==> src/rtl/core/csq_pkg.sv <==
// Shared types and constants for the class selective ticket queue.
`default_nettype none
package csq_pkg;

  localparam int TicketW = 16;
  localparam int ClassW  = 2;

  localparam logic [ClassW-1:0] CLASS_INVALID = 2'd3;

  typedef enum logic [2:0] {
    ST_ENQUEUED = 3'd0,
    ST_FULL     = 3'd1,
    ST_INVALID  = 3'd2,
    ST_SERVED   = 3'd3,
    ST_EMPTY    = 3'd4
  } status_t;

  typedef enum logic [2:0] {
    OP_HOLD,
    OP_PUSH,
    OP_SCAN_START,
    OP_SCAN,
    OP_REMOVE
  } cell_op_t;

  typedef enum logic {
    S_IDLE,
    S_SCAN
  } state_t;

  // Command broadcast to every cell of the chain.
  typedef struct packed {
    cell_op_t            op;
    logic                head;
    logic [ClassW-1:0]   cls;
    logic [TicketW-1:0]  tkt;
    logic [ClassW-1:0]   want;
  } cell_ctrl_t;

  typedef struct packed {
    logic                valid;
    logic [ClassW-1:0]   cls;
    logic [TicketW-1:0]  tkt;
  } entry_t;

  // Per-cell scan status seen by the controller.
  typedef struct packed {
    logic token;
    logic hit;
    logic empty_tok;
    logic pass;
  } cell_stat_t;

  typedef struct packed {
    status_t             status;
    logic                matched;
    logic [ClassW-1:0]   cls;
    logic [TicketW-1:0]  tkt;
  } result_t;

endpackage
`default_nettype wire

==> src/rtl/core/class_selective_ticket_queue_core.sv <==
// Top level of the class selective ticket queue: controller, cell chain and result buffer.
//
//  Channel  Direction  Handshake                  Payload
//  s_*      in         s_tvalid / s_tready        s_tuser: mode; s_tdata: ticket_class, server_id
//  m_*      out        m_tvalid / m_tready        m_tuser: status; m_tdata: ticket, class, match
//  cfg_*    in         cfg_valid / cfg_ready      cfg_data: server_class_map
//
// An enqueue item's result is loaded at the edge that accepts it, into the output register
// or, while that is held, into the spare, and the next item can be taken in the following
// cycle unless the spare is in use. A serve item walks a search token down the cell chain
// one cell per cycle from the head; the first entry of the wanted class is served, and the
// head is served as a fallback when the token reaches an empty cell, or passes the last
// cell of a full queue. Reset clears all valid bits, sets the ticket counter to one and
// the class map to 129. A result that cannot leave goes into a spare register; input is
// held off while a serve is scanning and while that spare is in use.
`default_nettype none
module class_selective_ticket_queue_core
  import csq_pkg::*;
#(
  parameter int QUEUE_DEPTH = 16
) (
  input  wire logic        clk,
  input  wire logic        rst,
  input  wire logic        s_tvalid,
  output logic             s_tready,
  input  wire logic [7:0]  s_tdata,   // [1:0] ticket_class, [3:2] server_id
  input  wire logic [0:0]  s_tuser,   // [0] mode
  output logic             m_tvalid,
  input  wire logic        m_tready,
  output logic [23:0]      m_tdata,   // [15:0] ticket_number, [17:16] served_class,
                                      // [18] class_matched
  output logic [2:0]       m_tuser,   // [2:0] status
  input  wire logic        cfg_valid,
  output logic             cfg_ready,
  input  wire logic [7:0]  cfg_data   // [7:0] server_class_map
);

  state_t state, state_next;

  logic [7:0]         class_map;
  logic [ClassW-1:0]  want;
  logic [TicketW-1:0] next_ticket;

  logic               s_fire;
  logic               mode;
  logic [ClassW-1:0]  in_cls;
  logic [1:0]         in_srv;

  cell_ctrl_t ctrl;
  entry_t     entries  [QUEUE_DEPTH];
  cell_stat_t stats    [QUEUE_DEPTH];
  logic [QUEUE_DEPTH-1:0] tokens;
  logic [QUEUE_DEPTH-1:0] hits;

  logic    hit_any;
  logic    end_any;
  entry_t  pick;
  logic    queue_full;
  logic    queue_empty;

  logic    res_valid;
  result_t res;
  logic    spare_full;
  result_t out_data;

  assign s_fire = s_tvalid && s_tready;
  assign mode   = s_tuser[0];
  assign in_cls = s_tdata[1:0];
  assign in_srv = s_tdata[3:2];

  assign queue_full  = entries[QUEUE_DEPTH-1].valid;
  assign queue_empty = !entries[0].valid;

  // Input is taken only between serves and while the spare result slot is free.
  assign s_tready  = (state == S_IDLE) && !spare_full;
  assign cfg_ready = 1'b1;

  // The cell chain. Each cell sees its neighbors only: the one ahead for the tail
  // position and the token, the one behind for closing up after a removal.
  for (genvar i = 0; i < QUEUE_DEPTH; i++) begin : g_cell
    entry_t nxt;
    logic   pv;
    logic   pp;
    if (i == QUEUE_DEPTH - 1) begin : g_last
      assign nxt = '0;
    end else begin : g_mid
      assign nxt = entries[i+1];
    end
    if (i == 0) begin : g_head
      assign pv = 1'b1;
      assign pp = 1'b0;
    end else begin : g_tail
      assign pv = entries[i-1].valid;
      assign pp = stats[i-1].pass;
    end

    csq_cell u_cell (
      .clk        (clk),
      .rst        (rst),
      .ctrl       (ctrl),
      .is_head    ((i == 0)),
      .prev_valid (pv),
      .prev_pass  (pp),
      .next_entry (nxt),
      .entry      (entries[i]),
      .stat       (stats[i])
    );

    assign tokens[i] = stats[i].token;
    assign hits[i]   = stats[i].hit;
  end

  // At most one cell holds the token, so the hit entry is gathered with a plain OR.
  always_comb begin
    pick    = '0;
    end_any = stats[QUEUE_DEPTH-1].pass;
    for (int i = 0; i < QUEUE_DEPTH; i++) begin
      if (hits[i]) pick = pick | entries[i];
      end_any = end_any | stats[i].empty_tok;
    end
  end

  assign hit_any = |hits;

  always_ff @(posedge clk) begin
    if (rst) begin
      state       <= S_IDLE;
      class_map   <= 8'd129;
      next_ticket <= TicketW'(1);
    end else begin
      state <= state_next;
      if (cfg_valid && cfg_ready) class_map <= cfg_data;
      if (ctrl.op == OP_PUSH) next_ticket <= next_ticket + TicketW'(1);
    end
  end

  // The wanted class is looked up once, when the serve item is taken.
  always_ff @(posedge clk) begin
    if (s_fire) want <= class_map[{in_srv, 1'b0} +: 2];
  end

  always_comb begin
    state_next = state;
    unique case (state)
      S_IDLE: begin
        if (s_fire && mode && !queue_empty) state_next = S_SCAN;
      end
      S_SCAN: begin
        if (hit_any || end_any) state_next = S_IDLE;
      end
      default: state_next = S_IDLE;
    endcase
  end

  always_comb begin
    ctrl      = '0;
    ctrl.op   = OP_HOLD;
    ctrl.cls  = in_cls;
    ctrl.tkt  = next_ticket;
    ctrl.want = want;
    res_valid = 1'b0;
    res       = '0;
    res.status = ST_EMPTY;
    unique case (state)
      S_IDLE: begin
        if (s_fire) begin
          if (!mode) begin
            res_valid = 1'b1;
            if (queue_full) begin
              res.status = ST_FULL;
            end else if (in_cls == CLASS_INVALID) begin
              res.status = ST_INVALID;
            end else begin
              ctrl.op    = OP_PUSH;
              res.status = ST_ENQUEUED;
              res.tkt    = next_ticket;
              res.cls    = in_cls;
            end
          end else if (queue_empty) begin
            res_valid  = 1'b1;
            res.status = ST_EMPTY;
          end else begin
            ctrl.op = OP_SCAN_START;
          end
        end
      end
      S_SCAN: begin
        if (hit_any) begin
          ctrl.op     = OP_REMOVE;
          ctrl.head   = 1'b0;
          res_valid   = 1'b1;
          res.status  = ST_SERVED;
          res.tkt     = pick.tkt;
          res.cls     = pick.cls;
          res.matched = 1'b1;
        end else if (end_any) begin
          // No entry of the wanted class: serve the head and close up the whole row.
          ctrl.op     = OP_REMOVE;
          ctrl.head   = 1'b1;
          res_valid   = 1'b1;
          res.status  = ST_SERVED;
          res.tkt     = entries[0].tkt;
          res.cls     = entries[0].cls;
          res.matched = 1'b0;
        end else begin
          ctrl.op = OP_SCAN;
        end
      end
      default: begin
      end
    endcase
  end

  csq_out_skid u_out (
    .clk        (clk),
    .rst        (rst),
    .res_valid  (res_valid),
    .res        (res),
    .spare_full (spare_full),
    .out_valid  (m_tvalid),
    .out_ready  (m_tready),
    .out_data   (out_data)
  );

  assign m_tuser = out_data.status;
  assign m_tdata = {5'd0, out_data.matched, out_data.cls, out_data.tkt};

  // The search token is never in more than one cell.
  a_one_token: assert property (@(posedge clk) disable iff (rst) $onehot0(tokens))
    else $error("search token present in more than one cell");

  // A scan always finds a result cell: it is started only on a non-empty queue.
  a_scan_nonempty: assert property (@(posedge clk) disable iff (rst)
    (state == S_SCAN) |-> !queue_empty)
    else $error("scan running on an empty queue");

  // The spare slot is used only behind a held output register.
  a_spare_behind_out: assert property (@(posedge clk) disable iff (rst)
    spare_full |-> m_tvalid)
    else $error("spare result held while output register is empty");

  // A serve that starts a scan puts the token on the head cell.
  a_token_at_head: assert property (@(posedge clk) disable iff (rst)
    (ctrl.op == OP_SCAN_START) |=> tokens[0])
    else $error("scan did not start at the head cell");

endmodule
`default_nettype wire

==> src/rtl/core/csq_cell.sv <==
// One queue slot: holds an entry, takes part in the search token walk and closes up on removal.
`default_nettype none
module csq_cell
  import csq_pkg::*;
(
  input  wire logic       clk,
  input  wire logic       rst,
  input  wire cell_ctrl_t ctrl,
  input  wire logic       is_head,
  input  wire logic       prev_valid,
  input  wire logic       prev_pass,
  input  wire entry_t     next_entry,
  output entry_t          entry,
  output cell_stat_t      stat
);

  logic valid;
  logic token;
  logic keep;
  logic [ClassW-1:0]  cls;
  logic [TicketW-1:0] tkt;
  logic match;
  logic do_push;
  logic do_shift;

  assign match    = valid && (cls == ctrl.want);
  assign do_push  = (ctrl.op == OP_PUSH) && !valid && prev_valid;
  assign do_shift = (ctrl.op == OP_REMOVE) && (ctrl.head || !keep);

  assign stat.token     = token;
  assign stat.hit       = token && match;
  assign stat.empty_tok = token && !valid;
  assign stat.pass      = token && valid && !match;

  assign entry.valid = valid;
  assign entry.cls   = cls;
  assign entry.tkt   = tkt;

  always_ff @(posedge clk) begin
    if (rst) begin
      valid <= 1'b0;
      token <= 1'b0;
      keep  <= 1'b0;
    end else begin
      case (ctrl.op)
        OP_PUSH: begin
          if (do_push) valid <= 1'b1;
        end
        OP_SCAN_START: begin
          token <= is_head;
          keep  <= 1'b0;
        end
        OP_SCAN: begin
          token <= prev_pass;
          if (stat.pass) keep <= 1'b1;
        end
        OP_REMOVE: begin
          token <= 1'b0;
          if (do_shift) valid <= next_entry.valid;
        end
        default: begin
        end
      endcase
    end
  end

  always_ff @(posedge clk) begin
    if (do_push) begin
      cls <= ctrl.cls;
      tkt <= ctrl.tkt;
    end else if (do_shift) begin
      cls <= next_entry.cls;
      tkt <= next_entry.tkt;
    end
  end

endmodule
`default_nettype wire

==> src/rtl/core/csq_out_skid.sv <==
// Output register with one spare slot so a result never waits on the producer side.
`default_nettype none
module csq_out_skid
  import csq_pkg::*;
(
  input  wire logic    clk,
  input  wire logic    rst,
  input  wire logic    res_valid,
  input  wire result_t res,
  output logic         spare_full,
  output logic         out_valid,
  input  wire logic    out_ready,
  output result_t      out_data
);

  logic    out_free;
  result_t spare;

  assign out_free = !out_valid || out_ready;

  always_ff @(posedge clk) begin
    if (rst) begin
      out_valid  <= 1'b0;
      spare_full <= 1'b0;
    end else if (out_free) begin
      if (spare_full) begin
        out_valid  <= 1'b1;
        spare_full <= 1'b0;
      end else begin
        out_valid <= res_valid;
      end
    end else if (res_valid) begin
      spare_full <= 1'b1;
    end
  end

  always_ff @(posedge clk) begin
    if (out_free) begin
      if (spare_full) out_data <= spare;
      else if (res_valid) out_data <= res;
    end else if (res_valid) begin
      spare <= res;
    end
  end

endmodule
`default_nettype wire
==> config.mk <==
export PLATFORM = sky130hd
export DESIGN_NAME = class_selective_ticket_queue_core
export DESIGN_NICKNAME = d
export VERILOG_FILES = /design/src/rtl/core/csq_pkg.sv /design/src/rtl/core/class_selective_ticket_queue_core.sv /design/src/rtl/core/csq_cell.sv /design/src/rtl/core/csq_out_skid.sv
export SDC_FILE = /design/constraint.sdc
export NUM_CORES = 1
export LEC_CHECK = 0
export ABC_AREA = 1
export BUFFER_PORTS_ARGS = -buffer_cell sky130_fd_sc_hd__buf_2
export CORE_MARGIN = 10
export CORE_UTILIZATION = 40
export DETAILED_ROUTE_END_ITERATION = 12
export PLACE_DENSITY = 0.53
export SKIP_CTS_REPAIR_TIMING = 1
export SYNTH_ARGS = -nofsm -noshare
export SYNTH_HDL_FRONTEND = slang
export SYNTH_SLANG_ARGS = --single-unit
==> constraint.sdc <==
create_clock -name clk -period 3.7 [get_ports clk]
set_clock_uncertainty 0.1 [all_clocks]
set_input_delay 0.555 -clock clk [delete_from_list [all_inputs] [get_ports clk]]
set_output_delay 0.555 -clock clk [all_outputs]
set_load 0.005 [all_outputs]
==> summary.md, run 1 <==
| Metric | Value |
|---|---|
| Layout cell share with drive strength beyond 1 | 8.78% |
| Number of port buffers | 41 |
| Max Clk Rate | 308 MHz |
| CTS H-Tree Depth | 2 |
| Count of final setup violators | 0 |
| Kind of critical path | reg -> reg |
| Maxcap violations | 0 |
| Static leakage | 8.86 nW |
| CP Data Arrival Time | 3.48 ns |
| DRC viols | 0 |
| Global route overflow | 0 |
| Post-Syn Instances | 2320 |
| Most used cell along the critical path | nand2_1 |
| Initial Utilization | 40.5% |
| Yosys cell types | 39 |
| R2r setup slk | 0.46 ns |
| CTS Root Buffer Type | clkbuf_16 |
| DP Wirelength | 40400 um |
| Number of antenna violations at the first check in global routing | 0 |
| Clock-pin slew on the worst setup and hold paths | 0.06 ns |
| Die Ht | 243 um |
| Critical-path top delay cell | o21ai_0 |
| Status | finished clean |
| Syn. warnings | 0 |
| Crit-path cells | inv_2 -> nand2_1 -> nand2_1 -> nor2_1 -> nand3_2 -> clkinv_1 -> nand2_1 -> nand2_1 -> nor2_1 -> nand2_1 -> o21ai_0 -> nand3_2 -> nand2_1 -> nand2_1 |
| Max VDD drop | 317 uV |
| Std cell rows | 81 |
| Post-synthesis sequential area ratio | 58.1% |
| Pin count of the biggest net entering global routing | 39 |
| Fill cell count | 4727 |
| Vias in the first global route | 14.2k |
| Critical Path Max Stage Delay | 0.45 ns |
| WP data required | 3.94 ns |
| Clk_lat worst skew | 0.58 ns |
| RSZ-0062 raised after global routing | false |
| Placement Cell Area | 20700 um2 |
| Count of final hold-check violations | 0 |
| Vias | 15.4k |
| Wire per inst | 17.2 um |
| Slew @ Worst Pin | 1.10 ns |
| DRT antenna net count | 0 |
| Total CTS buffers | 45 |
| Worst-path fanout max | 30 |
| #FFs+latches synth | 409 |
| Die width | 243 um |
| Cell with the most instances after synthesis | nand2_1 |
| RD Place Congestion | 0.849 |
| Final min period | 3.24 ns |
| Top post-synthesis cells by count | nand2_1, edfxtp_1, o21ai_0 |
| Core Region | 49000 um2 |
| Initial DRC Count | 1753 |
| Sink Count | 409 |
| Main synth FF type | edfxtp_1 |
| Die area | 58900 um2 |
| Power per Cell Area | 438 nW/um2 |
| Worst min-delay path class | in -> reg |
| Syn Area/Cell | 8.55 um2 |
| Final nets | 2356 |
| Routed Wire Length | 52100 um |
| Diodes inserted | 0 |
| Max-slew headroom | 26.4% |
| CP Capture Type | flip-flop |
| Largest cells by area after synthesis | edfxtp_1, nand2_1, o21ai_0, dfxtp_1, nor2_1 |
| Design Power | 0.00968 W |
| Post-synth top area cell | edfxtp_1 |
| Area grow syn2layout | 11.4% |
| First-pass iteration count of the detailed router | 6 |
| Fin area | 22100 um2 |
| # IOs | 52 |
| First-pass GRT wire length | 81200 um |
| Setup_tns | 0 ns |
| Ys async rst share | 0% |
| Via density | 5.08 |
| CTS tree | done |
| Post-Synthesis Cell Area | 19800 um2 |
| Clk buf depth | 3 |
| Overall Global Routing Usage | 17.4% |
| Final cycle utilization of the critical path | 87.7% |
| Synth top area share | 50.5% |
| Post-Route Utilization | 45.1% |
| CP Launch Type | flip-flop |
| Max-slew violations | 0 |
| EDFF count, synth | 334 |
-- critical path, delay by kind of cell, from the launching register on --
family	cells	cell delay, ns
flops	1	0.42
buf+inv	2	0.83
compound gates	1	0.45
simple gates	11	1.16
-- logic make-up (layout without fill, tap and decap cells) --
logic type / Yosys count / in the layout / synth area share (%)
adders and majority gates: 1 / 1 / 0.0630
other: 2 / 6 / 0.0378
xor gates and xnor gates: 18 / 18 / 0.794
buffers and inverters: 228 / 272 / 5.05
AOI/OAI and AO/OA: 389 / 389 / 10.0
DFF: 409 / 409 / 58.1
and+or+nand+nor: 1273 / 1273 / 25.9
-- sequential cells by signal, summed over array words and instances, names as in the netlist --
signal and flops:
class_map 8, g_cell.u_cell.cls 32, g_cell.u_cell.keep 16, g_cell.u_cell.tkt 256, g_cell.u_cell.token 16, g_cell.u_cell.valid 16
next_ticket 16, state 1, u_out.out_data 22, u_out.out_valid 1, u_out.spare 22, u_out.spare_full 1
want 2
-- routing by layer --
metal	share of wire (%)	track usage, %
met2	44	26.3
met1	47	25.6
met4	1.6	4.45
met5	0	0
met3	7.4	2.31
-- path summary, 6_finish.rpt --
check,to,start,depth (start not counted)
worst max register to register,u_out.out_data[10]$_DFFE_PP_,want[0]$_DFFE_PP_,14
worst max-delay path,u_out.out_data[10]$_DFFE_PP_,want[0]$_DFFE_PP_,14
worst min-delay path,class_map[0]$_SDFFE_PP1P_,cfg_data[0],3
worst min register to register,g_cell[15].u_cell.keep$_SDFFE_PP0P_,g_cell[15].u_cell.keep$_SDFFE_PP0P_,2
-- layout by cell type (no fill, tap or decap), drive strengths merged, types with 64 or more instances in the layout --
cell      n
nand2   969
edfxtp  334
o21ai   311
nor2    166
buf      95
nand3    92
inv      78
dfxtp    75
clkbuf   67
a21oi    64
-- report_power, final --
part | internal (W) | switching, W | total (W)
clock network | 0.00256 | 0.00186 | 0.00442
registers | 0.00499 | 0.0000277 | 0.00501
logic | 0.0000695 | 0.000178 | 0.000247
-- per-stage QoR --
stage	cells	worst slack (ns)	hold slack, ns
detailed placement	2950	0.449	0.332
CTS	3032	0.429	0.0716
global route	3032	0.0377	0.102
global placement	2950	0.493	0.332
finish	3032	0.456	0.101
floorplan	2324	0.796	0.319
-- layout make-up --
cell class	count	area, um2	area share (%)
sequential	409	11500	52.2
multi-input combinational	1687	7330	33.2
clock inverter	15	104	0.470
clock buffer	67	1330	6.03
timing repair buffer	95	611	2.76
inverter	95	360	1.63
tap	664	831	3.76
Note: power is estimated with default switching activity, not from simulation.
==> run 2, diff against run 1 <==
- CORE_UTILIZATION: 40 -> 57
- PLACE_DENSITY: 0.53 -> 0.72
==> run 2 against run 1 <==
Final area fell by 1.3%. Die area decreased by 28%. Core utilization rose by 18 points. Clock power decreased by 3%. Maximum frequency rose by 1.4%. Total power is 1.3% lower. Sequential power about the same. Wire length shrank 4.5%. Hold slack improved by 0.027 ns. Count of clock-buffer cells in the layout decreased by 6. First-iteration DRC count rose by 16%. Critical path type unchanged.
==> summary.md, run 2 (synthesis gave the netlist of run 1 again) <==
| Metric | Value |
|---|---|
| RSZ-0062 raised after global routing | false |
| Count of final hold-check violations | 0 (unchanged) |
| Clk_lat worst skew | 0.55 ns (-0.03 ns) |
| Design Power | 0.00955 W (-1.3%) |
| Max FFs per register | 256 (unchanged) |
| Placed cell count | 2738 (-7.2%) |
| DP Wirelength | 38000 um (-6.1%) |
| Routed Wire Length | 49700 um (-4.5%) |
| RD Place Congestion | 0.953 (+12%) |
| Maxcap violations | 0 (unchanged) |
| Max-slew headroom | 24.9% (-1.5 points) |
| Die Ht | 207 um (-15%) |
| Global route overflow | 0 (unchanged) |
| DRT met1 WL | 21300 um (-13%) |
| Initial DRC Count | 2026 (+16%) |
| Status | finished clean |
| WL met3 | 5260 um (+37%) |
| Number of port buffers | 41 (unchanged) |
| Most common cell after layout, fill and taps aside | nand2_1 |
| DRT antenna net count | 0 (unchanged) |
| Layout cell share with drive strength beyond 1 | 8.47% (-0.32 points) |
| CP Data Arrival Time | 3.51 ns (+0.03 ns) |
| Top Registers | g_cell.u_cell.tkt (256), g_cell.u_cell.cls (32) |
| Initial Utilization | 57.6% (+17 points) |
| Die area | 42700 um2 (-28%) |
| Die width | 207 um (-15%) |
| CTS H-Tree Depth | 2 (unchanged) |
| CP Launch Type | flip-flop |
| Worst min-delay path class | in -> reg |
| CP top delay family | simple AND/OR/NAND/NOR gates |
| Overall Global Routing Usage | 23.3% (+5.9 points) |
| Final Non-Filler Cells | 2818 (-7.1%) |
| Vias | 15.9k (+3.4%) |
| Met2 routed WL | 22500 um (-1.9%) |
| # IOs | 52 (unchanged) |
| Final min period | 3.20 ns (-0.0457 ns) |
| Worst-path fanout max | 30 (unchanged) |
| Std cell rows | 68 (-16%) |
| Crit-path cells | inv_2 -> nor2_1 -> nor2_1 -> nand3_1 -> nand2_1 -> nor2_1 -> nand2_1 -> nor2_4 -> nor2_1 -> nand2_1 -> nand3_2 -> nand2_1 -> nand2_1 |
| Biggest register | g_cell.u_cell.tkt |
| Sink Count | 409 (unchanged) |
| Count of final setup violators | 0 (unchanged) |
| Top Layer Used | met4 |
| Kind of critical path | reg -> reg |
| Power per Cell Area | 438 nW/um2 (about the same) |
| CP Capture Type | flip-flop |
| Critical Path Max Stage Delay | 0.85 ns (+0.40 ns) |
| Via density | 5.66 (+11%) |
| Clock-pin slew on the worst setup and hold paths | 0.06 ns (about the same) |
| Final cycle utilization of the critical path | 86.4% (-1.2 points) |
| Post-Route Utilization | 63.3% (+18 points) |
| Static leakage | 8.83 nW (-0.33%) |
| Max Clk Rate | 313 MHz (+1.4%) |
| DRC viols | 0 (unchanged) |
| WP data required | 4.01 ns (+0.07 ns) |
| Vias in the first global route | 14.5k (+2.6%) |
| Wire per inst | 17.6 um (+2.8%) |
| Area grow syn2layout | 9.87% |
| CTS Root Buffer Type | clkbuf_16 |
| Slew @ Worst Pin | 1.12 ns (+0.0188 ns) |
| Pin count of the biggest net entering global routing | 40 (+2.6%) |
| Setup_tns | 0 ns (unchanged) |
| CTS tree | done |
| CP Buf/Inv Count | 1 (-1) |
| Core Region | 34500 um2 (-30%) |
| Final nets | 2352 (-0.17%) |
| Number of antenna violations at the first check in global routing | 1 (+1) |
| First-pass iteration count of the detailed router | 6 (unchanged) |
| Total CTS buffers | 42 (-6.7%) |
| Critical-path top delay cell | nor2_1 |
| Most used cell along the critical path | nand2_1 |
| Most frequent cells in the layout | nand2_1, edfxtp_1, o21ai_0 |
| First-pass GRT wire length | 78300 um (-3.6%) |
| Max-slew violations | 0 (unchanged) |
| Clk buf depth | 3 (unchanged) |
| Max VDD drop | 399 uV (+26%) |
[run 2: cell count changes in the layout (fill, tap and decap cells not counted), sizes merged]
cell    delta
diode      +1
clkinv     -1
clkbuf     -6
bufinv     +2
buf        -1
[run 2: area by class of cell]
class                           instances  area [um2]
Clock buffer                           61        1250
Antenna cell                            1        2.50
Fill cell                            2896       12700
Tap cell                              455         569
Multi-Input combinational cell       1687        7330
Clock inverter                         16         150
Timing Repair Buffer                   94         616
Inverter                               95         360
Sequential cell                       409       11500
[run 2: layer usage]
metal | GRT usage, % | vias to the layer above
met4 | 5.06 | 0
li1 | - | 7720
met3 | 4.04 | 60
met1 | 33.2 | 7545
met5 | 0 | -
met2 | 36.7 | 617
[run 2: final timing paths]
| kind | from | end | slack, ns | depth (start not counted) |
|---|---|---|---|---|
| worst max-delay path | want[0]$_DFFE_PP_ | u_out.out_data[11]$_DFFE_PP_ | 0.50 | 13 |
| worst min-delay path | cfg_data[0] | class_map[0]$_SDFFE_PP1P_ | 0.13 | 3 |
| worst max register to register | want[0]$_DFFE_PP_ | u_out.out_data[11]$_DFFE_PP_ | 0.50 | 13 |
| worst min register to register | g_cell[15].u_cell.keep$_SDFFE_PP0P_ | g_cell[15].u_cell.keep$_SDFFE_PP0P_ | 0.34 | 2 |
[run 2: through the flow]
step	worst slack, ns	hold WS [ns]	cell area (um2)
6_report	0.502	0.129	21800
3_3_place_gp	0.387	0.330	20400
2_1_floorplan	0.796	0.319	19900
5_1_grt	0.175	0.126	21800
4_1_cts	0.274	0.113	21800
3_5_place_dp	0.326	0.332	20400
[run 2: worst reg2reg max path, delay by kind of cell, from the launching register on]
kind                   cells  cell delay (ns)
DFF                        1             0.43
buffers and inverters      1             0.39
and+or+nand+nor           12             2.15
[run 2: where the power goes]
part           internal [W]  switching, W
registers           0.00498     0.0000258
logic             0.0000730      0.000179
clock network       0.00254       0.00174
